File: src/rtl/sha1_pkg.sv
// Shared constants, types and functions of the SHA-1 digest block.
`default_nettype none

package sha1_pkg;

    localparam int unsigned NUM_WORDS = 5;
    localparam int unsigned WORD_W    = 32;
    localparam int unsigned CHAIN_AW  = 3;
    localparam int unsigned ROUNDS    = 80;
    localparam int unsigned CNT_W     = 7;
    localparam int unsigned POS_W     = 6;
    localparam int unsigned LEN_W     = 64;

    localparam logic [WORD_W-1:0] H0_INIT = 32'h6745_2301;
    localparam logic [WORD_W-1:0] H1_INIT = 32'hEFCD_AB89;
    localparam logic [WORD_W-1:0] H2_INIT = 32'h98BA_DCFE;
    localparam logic [WORD_W-1:0] H3_INIT = 32'h1032_5476;
    localparam logic [WORD_W-1:0] H4_INIT = 32'hC3D2_E1F0;

    localparam logic [WORD_W-1:0] K_ROUND0 = 32'h5A82_7999;
    localparam logic [WORD_W-1:0] K_ROUND1 = 32'h6ED9_EBA1;
    localparam logic [WORD_W-1:0] K_ROUND2 = 32'h8F1B_BCDC;
    localparam logic [WORD_W-1:0] K_ROUND3 = 32'hCA62_C1D6;

    localparam logic [7:0]       PAD_MARK = 8'h80;
    localparam logic [POS_W-1:0] LEN_POS  = 6'd56;
    localparam logic [POS_W-1:0] LAST_POS = 6'd63;
    localparam logic [CHAIN_AW-1:0] LAST_IDX = 3'd4;

    typedef struct packed {
        logic             load;
        logic             round;
        logic             rot;
        logic             push;
        logic             word_end;
        logic [CNT_W-1:0] t;
        logic [7:0]       data;
    } t_rnd_ctl;

    function automatic logic [WORD_W-1:0] h_init(input logic [CHAIN_AW-1:0] idx);
        logic [WORD_W-1:0] v;
        unique case (idx)
            3'd0:    v = H0_INIT;
            3'd1:    v = H1_INIT;
            3'd2:    v = H2_INIT;
            3'd3:    v = H3_INIT;
            default: v = H4_INIT;
        endcase
        return v;
    endfunction

endpackage

`default_nettype wire

File: src/rtl/sha1_chain_mem.sv
// Chaining-value memory with one registered read port and per-entry valid bits.
`default_nettype none

module sha1_chain_mem (
    input  wire logic                             i_clk,
    input  wire logic                             i_rst_n,
    input  wire logic                             i_rd,
    input  wire logic [sha1_pkg::CHAIN_AW-1:0]    i_raddr,
    output logic      [sha1_pkg::WORD_W-1:0]      o_rdata,
    input  wire logic                             i_we,
    input  wire logic [sha1_pkg::CHAIN_AW-1:0]    i_waddr,
    input  wire logic [sha1_pkg::WORD_W-1:0]      i_wdata,
    input  wire logic                             i_clr
);
    import sha1_pkg::*;

    logic [WORD_W-1:0]    r_mem [NUM_WORDS];
    logic [NUM_WORDS-1:0] r_vld;
    logic [WORD_W-1:0]    r_rdata;

    always_ff @(posedge i_clk) begin
        if (i_we) begin
            r_mem[i_waddr] <= i_wdata;
        end
        if (i_rd) begin
            r_rdata <= r_vld[i_raddr] ? r_mem[i_raddr] : h_init(i_raddr);
        end
    end

    always_ff @(posedge i_clk) begin
        if (!i_rst_n || i_clr) begin
            r_vld <= '0;
        end else if (i_we) begin
            r_vld[i_waddr] <= 1'b1;
        end
    end

    assign o_rdata = r_rdata;

endmodule

`default_nettype wire

File: src/rtl/sha1_round.sv
// Byte packing, message schedule shift line and the working variables a to e.
`default_nettype none

module sha1_round (
    input  wire logic                        i_clk,
    input  wire sha1_pkg::t_rnd_ctl          i_ctl,
    input  wire logic [sha1_pkg::WORD_W-1:0] i_ldata,
    output logic      [sha1_pkg::WORD_W-1:0] o_a
);
    import sha1_pkg::*;

    logic [WORD_W-1:0] r_w [16];
    logic [23:0]       r_acc;
    logic [WORD_W-1:0] r_a, r_b, r_c, r_d, r_e;
    logic [WORD_W-1:0] w_x, w_cur, f_v, k_v, tmp;

    always_comb begin
        w_x   = r_w[13] ^ r_w[8] ^ r_w[2] ^ r_w[0];
        w_cur = (i_ctl.t < 7'd16) ? r_w[0] : {w_x[WORD_W-2:0], w_x[WORD_W-1]};
        if (i_ctl.t < 7'd20) begin
            f_v = (r_b & r_c) | (~r_b & r_d);
            k_v = K_ROUND0;
        end else if (i_ctl.t < 7'd40) begin
            f_v = r_b ^ r_c ^ r_d;
            k_v = K_ROUND1;
        end else if (i_ctl.t < 7'd60) begin
            f_v = (r_b & r_c) | (r_b & r_d) | (r_c & r_d);
            k_v = K_ROUND2;
        end else begin
            f_v = r_b ^ r_c ^ r_d;
            k_v = K_ROUND3;
        end
        tmp = {r_a[WORD_W-6:0], r_a[WORD_W-1:WORD_W-5]} + f_v + r_e + w_cur + k_v;
    end

    always_ff @(posedge i_clk) begin
        if (i_ctl.push) begin
            r_acc <= {r_acc[15:0], i_ctl.data};
        end
        if (i_ctl.push && i_ctl.word_end) begin
            for (int i = 0; i < 15; i++) begin
                r_w[i] <= r_w[i+1];
            end
            r_w[15] <= {r_acc, i_ctl.data};
        end else if (i_ctl.round) begin
            for (int i = 0; i < 15; i++) begin
                r_w[i] <= r_w[i+1];
            end
            r_w[15] <= w_cur;
        end
    end

    always_ff @(posedge i_clk) begin
        if (i_ctl.load) begin
            r_a <= r_b;
            r_b <= r_c;
            r_c <= r_d;
            r_d <= r_e;
            r_e <= i_ldata;
        end else if (i_ctl.rot) begin
            r_a <= r_b;
            r_b <= r_c;
            r_c <= r_d;
            r_d <= r_e;
            r_e <= r_a;
        end else if (i_ctl.round) begin
            r_a <= tmp;
            r_b <= r_a;
            r_c <= {r_b[1:0], r_b[WORD_W-1:2]};
            r_d <= r_c;
            r_e <= r_d;
        end
    end

    assign o_a = r_a;

endmodule

`default_nettype wire

File: src/rtl/sha1_message_digest.sv
// Top level of the streaming SHA-1 digest block: sequencer, padding and output register.
//
//  Channel   Direction  tdata                 tuser            tlast
//  s_axis    in         data_byte[7:0]        byte_valid       last_item
//  m_axis    out        digest_word[31:0]     word_index[2:0]  last_word
//
// A message byte is taken while the sequencer is idle. Each full 64-byte block then
// holds the input while a..e are loaded from the chain memory, the 80 rounds run and
// a..e are added back. A last item triggers one padding byte per cycle, one or two
// blocks, and five digest transactions, each read and captured through the single chain
// memory read port. Reset is synchronous and active low and needs no clearing pass.
// A stalled output holds its word and the sequencer; only while the last word waits is
// the next message accepted.
`default_nettype none

module sha1_message_digest (
    input  wire logic        i_clk,
    input  wire logic        i_rst_n,
    input  wire logic        s_axis_tvalid,
    output logic             s_axis_tready,
    input  wire logic [7:0]  s_axis_tdata,  // data_byte[7:0]
    input  wire logic [0:0]  s_axis_tuser,  // byte_valid[0]
    input  wire logic        s_axis_tlast,
    output logic             m_axis_tvalid,
    input  wire logic        m_axis_tready,
    output logic [31:0]      m_axis_tdata,  // digest_word[31:0]
    output logic [2:0]       m_axis_tuser,  // word_index[2:0]
    output logic             m_axis_tlast
);
    import sha1_pkg::*;

    localparam logic [2:0] S_IDLE  = 3'd0;
    localparam logic [2:0] S_PAD   = 3'd1;
    localparam logic [2:0] S_LOAD  = 3'd2;
    localparam logic [2:0] S_ROUND = 3'd3;
    localparam logic [2:0] S_FIN   = 3'd4;
    localparam logic [2:0] S_ORD   = 3'd5;
    localparam logic [2:0] S_OWR   = 3'd6;

    logic [2:0]          r_state;
    logic [CNT_W-1:0]    r_cnt;
    logic [POS_W-1:0]    r_pos;
    logic [LEN_W-1:0]    r_len;
    logic                r_pad, r_mark, r_inlen;
    logic [CHAIN_AW-1:0] r_oidx;
    logic                r_ovld, r_olast;
    logic [WORD_W-1:0]   r_odata;
    logic [CHAIN_AW-1:0] r_otag;

    logic                in_acc, out_acc;
    logic                put_en;
    logic [7:0]          put_byte, pad_byte;
    logic [LEN_W-1:0]    len_sh;
    logic [POS_W-1:0]    pos_inc;
    t_rnd_ctl            rnd_ctl;
    logic                mem_rd, mem_we, mem_clr;
    logic [CHAIN_AW-1:0] mem_raddr, mem_waddr;
    logic [WORD_W-1:0]   mem_rdata, mem_wdata, var_a;

    assign s_axis_tready = (r_state == S_IDLE);
    assign in_acc        = s_axis_tvalid && s_axis_tready;
    assign out_acc       = r_ovld && m_axis_tready;
    assign pos_inc       = r_pos + 6'd1;

    always_comb begin
        len_sh   = r_len >> {~r_pos[2:0], 3'b000};
        pad_byte = r_mark ? PAD_MARK : (r_inlen ? len_sh[7:0] : 8'h00);
        put_en   = (in_acc && s_axis_tuser[0]) || (r_state == S_PAD);
        put_byte = (r_state == S_PAD) ? pad_byte : s_axis_tdata;
    end

    always_comb begin
        rnd_ctl.load     = (r_state == S_LOAD) && (r_cnt != '0);
        rnd_ctl.round    = (r_state == S_ROUND);
        rnd_ctl.rot      = (r_state == S_FIN) && (r_cnt != '0);
        rnd_ctl.push     = put_en;
        rnd_ctl.word_end = (r_pos[1:0] == 2'd3);
        rnd_ctl.t        = r_cnt;
        rnd_ctl.data     = put_byte;
    end

    always_comb begin
        mem_rd    = 1'b0;
        mem_raddr = r_cnt[CHAIN_AW-1:0];
        if ((r_state == S_LOAD || r_state == S_FIN) && r_cnt < 7'd5) begin
            mem_rd = 1'b1;
        end else if (r_state == S_ORD && (!r_ovld || out_acc)) begin
            mem_rd    = 1'b1;
            mem_raddr = r_oidx;
        end
        mem_we    = rnd_ctl.rot;
        mem_waddr = r_cnt[CHAIN_AW-1:0] - 3'd1;
        mem_wdata = mem_rdata + var_a;
        mem_clr   = (r_state == S_OWR) && (r_oidx == LAST_IDX);
    end

    sha1_chain_mem u_chain (
        .i_clk   (i_clk),
        .i_rst_n (i_rst_n),
        .i_rd    (mem_rd),
        .i_raddr (mem_raddr),
        .o_rdata (mem_rdata),
        .i_we    (mem_we),
        .i_waddr (mem_waddr),
        .i_wdata (mem_wdata),
        .i_clr   (mem_clr)
    );

    sha1_round u_round (
        .i_clk   (i_clk),
        .i_ctl   (rnd_ctl),
        .i_ldata (mem_rdata),
        .o_a     (var_a)
    );

    always_ff @(posedge i_clk) begin
        if (!i_rst_n) begin
            r_state <= S_IDLE;
            r_cnt   <= '0;
            r_pos   <= '0;
            r_len   <= '0;
            r_pad   <= 1'b0;
            r_mark  <= 1'b0;
            r_inlen <= 1'b0;
            r_oidx  <= '0;
            r_ovld  <= 1'b0;
        end else begin
            if (out_acc) begin
                r_ovld <= 1'b0;
            end
            if (put_en) begin
                r_pos <= pos_inc;
            end
            unique case (r_state)
                S_IDLE: begin
                    if (in_acc) begin
                        if (s_axis_tuser[0]) begin
                            r_len <= r_len + 64'd8;
                        end
                        if (s_axis_tlast) begin
                            r_pad  <= 1'b1;
                            r_mark <= 1'b1;
                        end
                        r_cnt <= '0;
                        if (put_en && r_pos == LAST_POS) begin
                            r_state <= S_LOAD;
                        end else if (s_axis_tlast) begin
                            r_state <= S_PAD;
                        end
                    end
                end
                S_PAD: begin
                    r_mark <= 1'b0;
                    if (pos_inc == LEN_POS) begin
                        r_inlen <= 1'b1;
                    end
                    r_cnt <= '0;
                    if (r_pos == LAST_POS) begin
                        r_state <= S_LOAD;
                    end
                end
                S_LOAD: begin
                    if (r_cnt == 7'd5) begin
                        r_cnt   <= '0;
                        r_state <= S_ROUND;
                    end else begin
                        r_cnt <= r_cnt + 7'd1;
                    end
                end
                S_ROUND: begin
                    if (r_cnt == 7'(ROUNDS - 1)) begin
                        r_cnt   <= '0;
                        r_state <= S_FIN;
                    end else begin
                        r_cnt <= r_cnt + 7'd1;
                    end
                end
                S_FIN: begin
                    if (r_cnt == 7'd5) begin
                        r_cnt  <= '0;
                        r_oidx <= '0;
                        if (!r_pad) begin
                            r_state <= S_IDLE;
                        end else if (r_inlen) begin
                            r_state <= S_ORD;
                        end else begin
                            r_state <= S_PAD;
                        end
                    end else begin
                        r_cnt <= r_cnt + 7'd1;
                    end
                end
                S_ORD: begin
                    if (mem_rd) begin
                        r_state <= S_OWR;
                    end
                end
                S_OWR: begin
                    r_ovld <= 1'b1;
                    if (r_oidx == LAST_IDX) begin
                        r_len   <= '0;
                        r_pad   <= 1'b0;
                        r_inlen <= 1'b0;
                        r_state <= S_IDLE;
                    end else begin
                        r_oidx  <= r_oidx + 3'd1;
                        r_state <= S_ORD;
                    end
                end
                default: begin
                    r_state <= S_IDLE;
                end
            endcase
        end
    end

    always_ff @(posedge i_clk) begin
        if (r_state == S_OWR) begin
            r_odata <= mem_rdata;
            r_otag  <= r_oidx;
            r_olast <= (r_oidx == LAST_IDX);
        end
    end

    assign m_axis_tvalid = r_ovld;
    assign m_axis_tdata  = r_odata;
    assign m_axis_tuser  = r_otag;
    assign m_axis_tlast  = r_olast;

`ifndef SYNTHESIS
    a_last_tag: assert property (@(posedge i_clk) disable iff (!i_rst_n)
        m_axis_tvalid |-> (m_axis_tlast == (m_axis_tuser == LAST_IDX)))
        else $error("Digest tlast does not match the word index.");

    a_out_free: assert property (@(posedge i_clk) disable iff (!i_rst_n)
        (r_state == S_OWR) |-> (!r_ovld || out_acc))
        else $error("Digest word overwrites a pending output transaction.");

    a_len_in_pad: assert property (@(posedge i_clk) disable iff (!i_rst_n)
        r_inlen |-> r_pad)
        else $error("Length bytes are selected outside of padding.");

    a_no_clr_write: assert property (@(posedge i_clk) disable iff (!i_rst_n)
        !(mem_we && mem_clr))
        else $error("Chain memory written while its valid bits are cleared.");

    a_block_start: assert property (@(posedge i_clk) disable iff (!i_rst_n)
        ((r_state == S_IDLE || r_state == S_PAD) && $past(r_state) == S_FIN) |-> r_pos == '0)
        else $error("Compression ended with a partial block position.");
`endif

endmodule

`default_nettype wire

File: config.mk
export PLATFORM = sky130hd
export DESIGN_NAME = sha1_message_digest
export DESIGN_NICKNAME = d
export VERILOG_FILES = /design/src/rtl/sha1_pkg.sv /design/src/rtl/sha1_chain_mem.sv /design/src/rtl/sha1_round.sv /design/src/rtl/sha1_message_digest.sv
export SDC_FILE = /design/constraint.sdc
export NUM_CORES = 2
export LEC_CHECK = 0
export BUFFER_PORTS_ARGS = -buffer_cell sky130_fd_sc_hd__buf_2
export CAP_MARGIN = 10
export CORE_ASPECT_RATIO = 1.75
export CORE_MARGIN = 2
export CORE_UTILIZATION = 55
export CTS_CLUSTER_SIZE = 10
export DETAILED_ROUTE_END_ITERATION = 7
export HOLD_SLACK_MARGIN = 0.1
export PLACE_DENSITY_LB_ADDON = 0.08
export SLEW_MARGIN = 20
export SYNTH_ARGS = -nofsm -noshare
export SYNTH_HDL_FRONTEND = slang
export SYNTH_SLANG_ARGS = --single-unit
File: constraint.sdc
create_clock -name i_clk -period 15.9 [get_ports i_clk]
set_clock_uncertainty 0.1 [all_clocks]
set_input_delay 1.59 -clock i_clk [delete_from_list [all_inputs] [get_ports i_clk]]
set_output_delay 1.59 -clock i_clk [all_outputs]
set_load 0.005 [all_outputs]
# Yosys cells after proc, flatten, opt, wreduce, memory -nomap -nowiden
# Memory sizes are Yosys's and may differ from the RTL's.
# Cells that the tools add are included.
# totals
ff_bits	344
ramBits	672
output_inout_bits	38
memories	2
# memory_table
memory	words	width	rd	rd_ports_with_merged_regs	wr	line	text
u_round.r_w	16	32	16	0	16	sha1_round.sv:12	logic [WORD_W-1:0] r_w [16];
u_chain.r_mem	5	32	1	0	1	sha1_chain_mem.sv:17	logic [WORD_W-1:0] r_mem [NUM_WORDS];
# classes
n_addsub	10
magnitude_cmp	8
eq_ne	27
shift	1
muxes	90
bitwise	31
reduce_logical	35
# op_table
operator	count
32-bit 2-to-1 mux	38
64-bit 2-to-1 mux	3
32-bit adder	5
32-bit XOR	5
32-bit bitwise AND	4
32-bit one-hot mux with 4 select lines	1
64-bit one-hot mux with 2 select lines	1
32-bit bitwise OR	3
64-bit by 4-bit adder with 64-bit output (second input constant)	1
64-bit by 6-bit right shift with 8-bit output	1
3-bit 2-to-1 mux	15
32-bit NOT	1
31-bit 2-to-1 mux	1
7-bit one-hot mux with 4 select lines	1
8-bit 2-to-1 mux	3
7-bit 2-to-1 mux	3
3-bit one-hot mux with 7 select lines	1
2-bit by 1-bit inequality test with 1-bit output (second input constant)	9
1-bit 2-to-1 mux	17
1-bit bitwise OR	16
7-bit by 5-bit < comparator with 1-bit output (second input constant)	2
7-bit by 6-bit < comparator with 1-bit output (second input constant)	2
3-bit by 2-bit == test with 1-bit output (second input constant)	4
3-bit == test (second input constant)	4
other kinds (33)	61

# Longest topological paths before layout
# logic_depth
ltp_word	13
depth_mapped	25

# By module
# A second synthesis with hierarchy kept.
# hier_totals
cells_unflattened	3229
area_unflattened_um2	44774.2
# by_module_without_submodules
mod	instances	cells_per_inst	area_each_um2	seq_area_each_um2
sha1_round	1	2011	30000.0	20900.0
sha1_chain_mem	1	407	7497.2	5865.6
sha1_message_digest	1	811	7277.0	2762.6

# Worst setup path after synthesis
# OpenSTA, ideal clock, no wires.
# synth_timing
path_kind	input to register
startpoint	in s_axis_tuser
endpoint	mem u_round.r_w[0][0] (enable)
setup_time_ns	0.878
arrival_time_ns	13.280
setup_slack_ns	1.643
cell_stages	6
path_cell_list	nand2_1 o21ai_2 and2_1 buf_2 clkbuf_1 a21o_1
# synth_rtl
item	line	text
start, declared	sha1_message_digest.sv:22	input wire logic [0:0] s_axis_tuser,
end, declared	sha1_round.sv:12	

# Worst setup path in the final report
# layout_timing
startpoint	reg r_cnt[2]
endpoint	reg u_round.r_a[30], in the netlist u_round.o_a[30], data pin
# layout_via
elab_chain_len	11
# layout_lines
item	line	text
start, declared	sha1_message_digest.sv:41	logic [CNT_W-1:0] r_cnt;
start signal, assigned	sha1_message_digest.sv:167	r_cnt <= r_cnt + 7'd1;
start signal, assigned	sha1_message_digest.sv:175	r_cnt <= r_cnt + 7'd1;
start signal, assigned	sha1_message_digest.sv:190	r_cnt <= r_cnt + 7'd1;
7-bit by 6-bit < comparator with 1-bit output	sha1_round.sv:26	end else if (i_ctl.t < 7'd60) begin
32-bit 2-to-1 mux	sha1_round.sv:26	
32-bit 2-to-1 mux	sha1_round.sv:23	end else if (i_ctl.t < 7'd40) begin
32-bit 2-to-1 mux	sha1_round.sv:20	if (i_ctl.t < 7'd20) begin
32-bit adder (4 in a row)	sha1_round.sv:33	tmp = {r_a[WORD_W-6:0], r_a[WORD_W-1:WORD_W-5]} + f_v + r_e + w_cur + k_v;
32-bit 2-to-1 mux	sha1_round.sv:66	end else if (i_ctl.round) begin
32-bit 2-to-1 mux	sha1_round.sv:60	end else if (i_ctl.rot) begin
32-bit 2-to-1 mux *	sha1_round.sv:54	if (i_ctl.load) begin
end signal, assigned	sha1_round.sv:55	r_a <= r_b;
end signal, assigned	sha1_round.sv:61	r_a <= r_b;
end signal, assigned	sha1_round.sv:67	r_a <= tmp;
end, declared	sha1_round.sv:14	logic [WORD_W-1:0] r_a, r_b, r_c, r_d, r_e;
# Mark *: on every way between the ends. The rest lies on a longest branch, timed or not. The select of a mux whose other input is x is not followed.
# A chain may end at the register's enable or synchronous reset.

==> impl_metrics.py <==
metrics = {
    "synth": {
        "async_flop_share": 0,
        "synth_compound_area_frac": 0.0767,
        "yosysWarnings": 0,
        "synth_top_family_by_area": "simple AND/OR/NAND/NOR gates",
        "syn_inst": 3343,
        "synthFlopType": "edfxtp_1",
        "syn-num-nets": 3581,
        "synth_fa_ha_area_frac": 0.0821,
        "ys_seq_elements": 1013,
        "synth_mux_area_frac": 0.0241,
        "synth_area_leaders": "edfxtp_1 (61%), fa_1 (5.3%), nand2_1 (4.1%), dfxtp_1 (3.9%), xnor2_1 (3.0%)",
        "synth_seq_area_share": 0.654,
        "syn_avg_cell_area_um2": 13.5,
        "syn-cell-area_um2": 45100,
        "yosys.area_share.simple": 0.0969,
        "synth_top_cell_by_area": "edfxtp_1",
        "synth_top_area_share": 0.615,
        "synth.distinct_cells": 90,
        "synth_xor_area_frac": 0.0387,
        "synth-edff-count": 924,
    },
    "timing": {
        "tightest_slew_ps": 1080,
        "fin_crit_ps": 7530,
        "tns_ps": 0,
        "final_max_slew_viol_count": 0,
        "slew_headroom": 0.282,
        "rsz0062_at_grt": "false",
        "setup_viol": 0,
        "hold-worst-slack_ps": 306,
        "fmax_ghz": 0.133,
        "fin_crit_sh": 0.474,
        "finalHoldViolCount": 0,
    },
    "clock_network": {
        "cts_setup_buffers": 0,
        "cts_tree": "done",
        "clock_path_buffers": 3,
        "cts-resized-gates": 0,
        "hold_buffers": 0,
        "clkSinkCount": 1013,
        "path_clk_slew_ps": 70,
        "cts-root-buf": "clkbuf_16",
        "htreeDepth": 3,
        "clk-insertion-delay-late_ps": 730,
        "numCtsBuffers": 111,
    },
    "drt": {
        "drt-pass1-iter-count": 6,
        "routed_wirelength_mm": 102,
        "vias": 26200,
        "ant_nets": 0,
        "wl_per_cell_um": 22.5,
        "vias_per_cell": 5.80,
        "drc_errors": 0,
        "drt_iter0_drc": 1952,
    },
    "die": {
        "die_x_um": 221,
        "initial_core_util": 0.552,
        "io-pin-count": 52,
        "std_cell_rows": 139,
        "core_area_um2": 81700,
        "dieArea_um2": 84400,
        "die_h_um": 383,
    },
    "grt": {
        "grt-ovfl-total": 0,
        "busiest_layer": "met2",
        "met1_usage": 0.302,
        "met3_usage": 0.0348,
        "antenna_found_initial": 1,
        "track_usage": 0.247,
        "grt_pass1_vias": 27000,
        "grt_use_met2": 0.427,
        "grt_max_degree": 204,
        "grt_pass1_wl_mm": 157,
    },
    "finish": {
        "syn2layout_area_growth_pct": 10.1,
        "final_common_cell": "edfxtp_1",
        "drive_gt1_frac": 0.0841,
        "fin_cells": 4520,
        "nFillCells": 6339,
        "nets": 3658,
        "layout_common_cells": "edfxtp_1 (924), nand2_1 (490), nor2_1 (196)",
    },
    "worst_setup_path": {
        "path_class": "reg -> reg",
        "required_ps": 16320,
        "start_kind": "register",
        "cp_max_fo": 35,
        "startpoint": "r_cnt[2]$_SDFFE_PN0P_",
        "crit_path_end_kind": "register",
        "arrival_ps": 7950,
        "r2r-start": "r_cnt[2]$_SDFFE_PN0P_",
    },
    "power": {
        "peakVddDrop_uv": 93.5,
        "p_leak_nw": 17.6,
        "powerDensity_nw_per_um2": 111,
    },
    "placement": {
        "io_buffer_count": 51,
        "gp_congestion": 0.885,
        "dp_cells": 4364,
        "dp_hpwl_mm": 68.8,
    },
    "run_status": {
        "status": "completed",
    },
    "worst_hold_path": {
        "hp-class": "reg -> reg",
        "hold_path.startpoint": "u_round.r_w[0][304]$_DFFE_PP_",
    },
    "job": {
        "maxCapViolCount": 0,
    },
}
synthesized netlist by cell type (all sizes together), types with 6 or more instances:
cell	count
and3	36
o21a	15
a211oi	11
o221ai	9
a31oi	9
nand2b	15
o21bai	13
a311oi	14
nand2	496
nand3b	6
buf	38
ha	104
fa	120
xnor2	153
o32a	18
clkbuf	83
nor3	30
edfxtp	924
nor2b	45
o32ai	14
dfxtp	89
mux2	18
or3	20
inv	190
mux2i	44
nor4	9
o31ai	7
a21oi	140
nand3	46
and2	16
a21boi	8
a22o	6
o211ai	8
and4	12
o21ai	197
nand4	28
xor2	44
nor2	197
a21o	27
mux4	19
power breakdown:
part	total, W	switching [W]	internal (W)
Clock	0.00228	0.00100	0.00128
Sequential	0.00298	0.0000364	0.00294
Combinational	0.000272	0.000169	0.000102
Total	0.00553	0.00121	0.00432
routing by layer:
| layer | up-vias | part of all wire |
|---|---|---|
| li1 | 12100 | - |
| met1 | 13200 | 0.39 |
| met2 | 693 | 0.52 |
| met3 | 223 | 0.042 |
| met4 | 0 | 0.047 |
| met5 | - | 0 |
metrics by stage:
stage                     setup WS, ps  area (µm²)  utilization  total power (W)
after floorplan                   1640       45100            -          0.00323
after global placement            8630       46600        0.570          0.00330
after detailed placement          8440       46600        0.570          0.00331
after CTS                         8380       49700        0.608          0.00559
after global routing              8020       49700        0.608          0.00572
final                             8370       49700        0.608          0.00553
final timing paths:
check,end,slack (ps),cells after the start
worst max-delay path,u_round.o_a[30]$_DFFE_PP_,8370,22
worst min-delay path,u_round.r_w[0][272]$_DFFE_PP_,310,0
worst max register to register,u_round.o_a[30]$_DFFE_PP_,8370,22
worst min register to register,u_round.r_w[0][272]$_DFFE_PP_,310,0
registers in the layout (all words and copies together) (netlist names), 7 cells and up:
name             count
m_axis_tdata        32
r_cnt                7
r_len               61
u_chain.o_rdata     32
u_chain.r_mem      160
u_round.o_a         32
u_round.r_acc       24
u_round.r_b         32
u_round.r_c         32
u_round.r_d         32
u_round.r_e         32
u_round.r_w        512
critical path, cell delays in order, from the launching register on:
cell and delay, ps:
dfxtp_1 470, a41oi_2 540, inv_1 180, nor2_1 500
inv_2 50, buf_4 270, nand2_2 770, o21ai_0 240
fa_1 560, inv_1 60, fa_1 500, inv_1 50
fa_1 500, inv_1 40, ha_1 300, o21ai_0 110
o21ai_0 300, nand4_1 210, a21oi_1 440, o21ai_0 220
a31oi_1 340, o21ai_0 190, a211oi_1 290
layout make-up:
type	instances	area [µm²]	area share
antenna	1	2.50	0.0000504
tap	1057	1320	0.0266
timing repair buffer	85	531	0.0107
sequential	1013	29500	0.594
clock inverter	7	175	0.00353
inverter	190	713	0.0144
multi-input combinational	2019	14500	0.291
clock buffer	148	2940	0.0591
logic make-up (layout without fill, tap and decap cells):
logic type | count (synthesis) | count (layout)
DFF | 1013 | 1013
and+or+nand+nor | 970 | 970
AOI/OAI and AO/OA | 546 | 546
buffers and inverters | 311 | 430
adders and majority gates | 224 | 224
xor gates and xnor gates | 198 | 198
muxes | 81 | 81
other | 0 | 1
No activity file was read; power rests on OpenSTA's default activity.
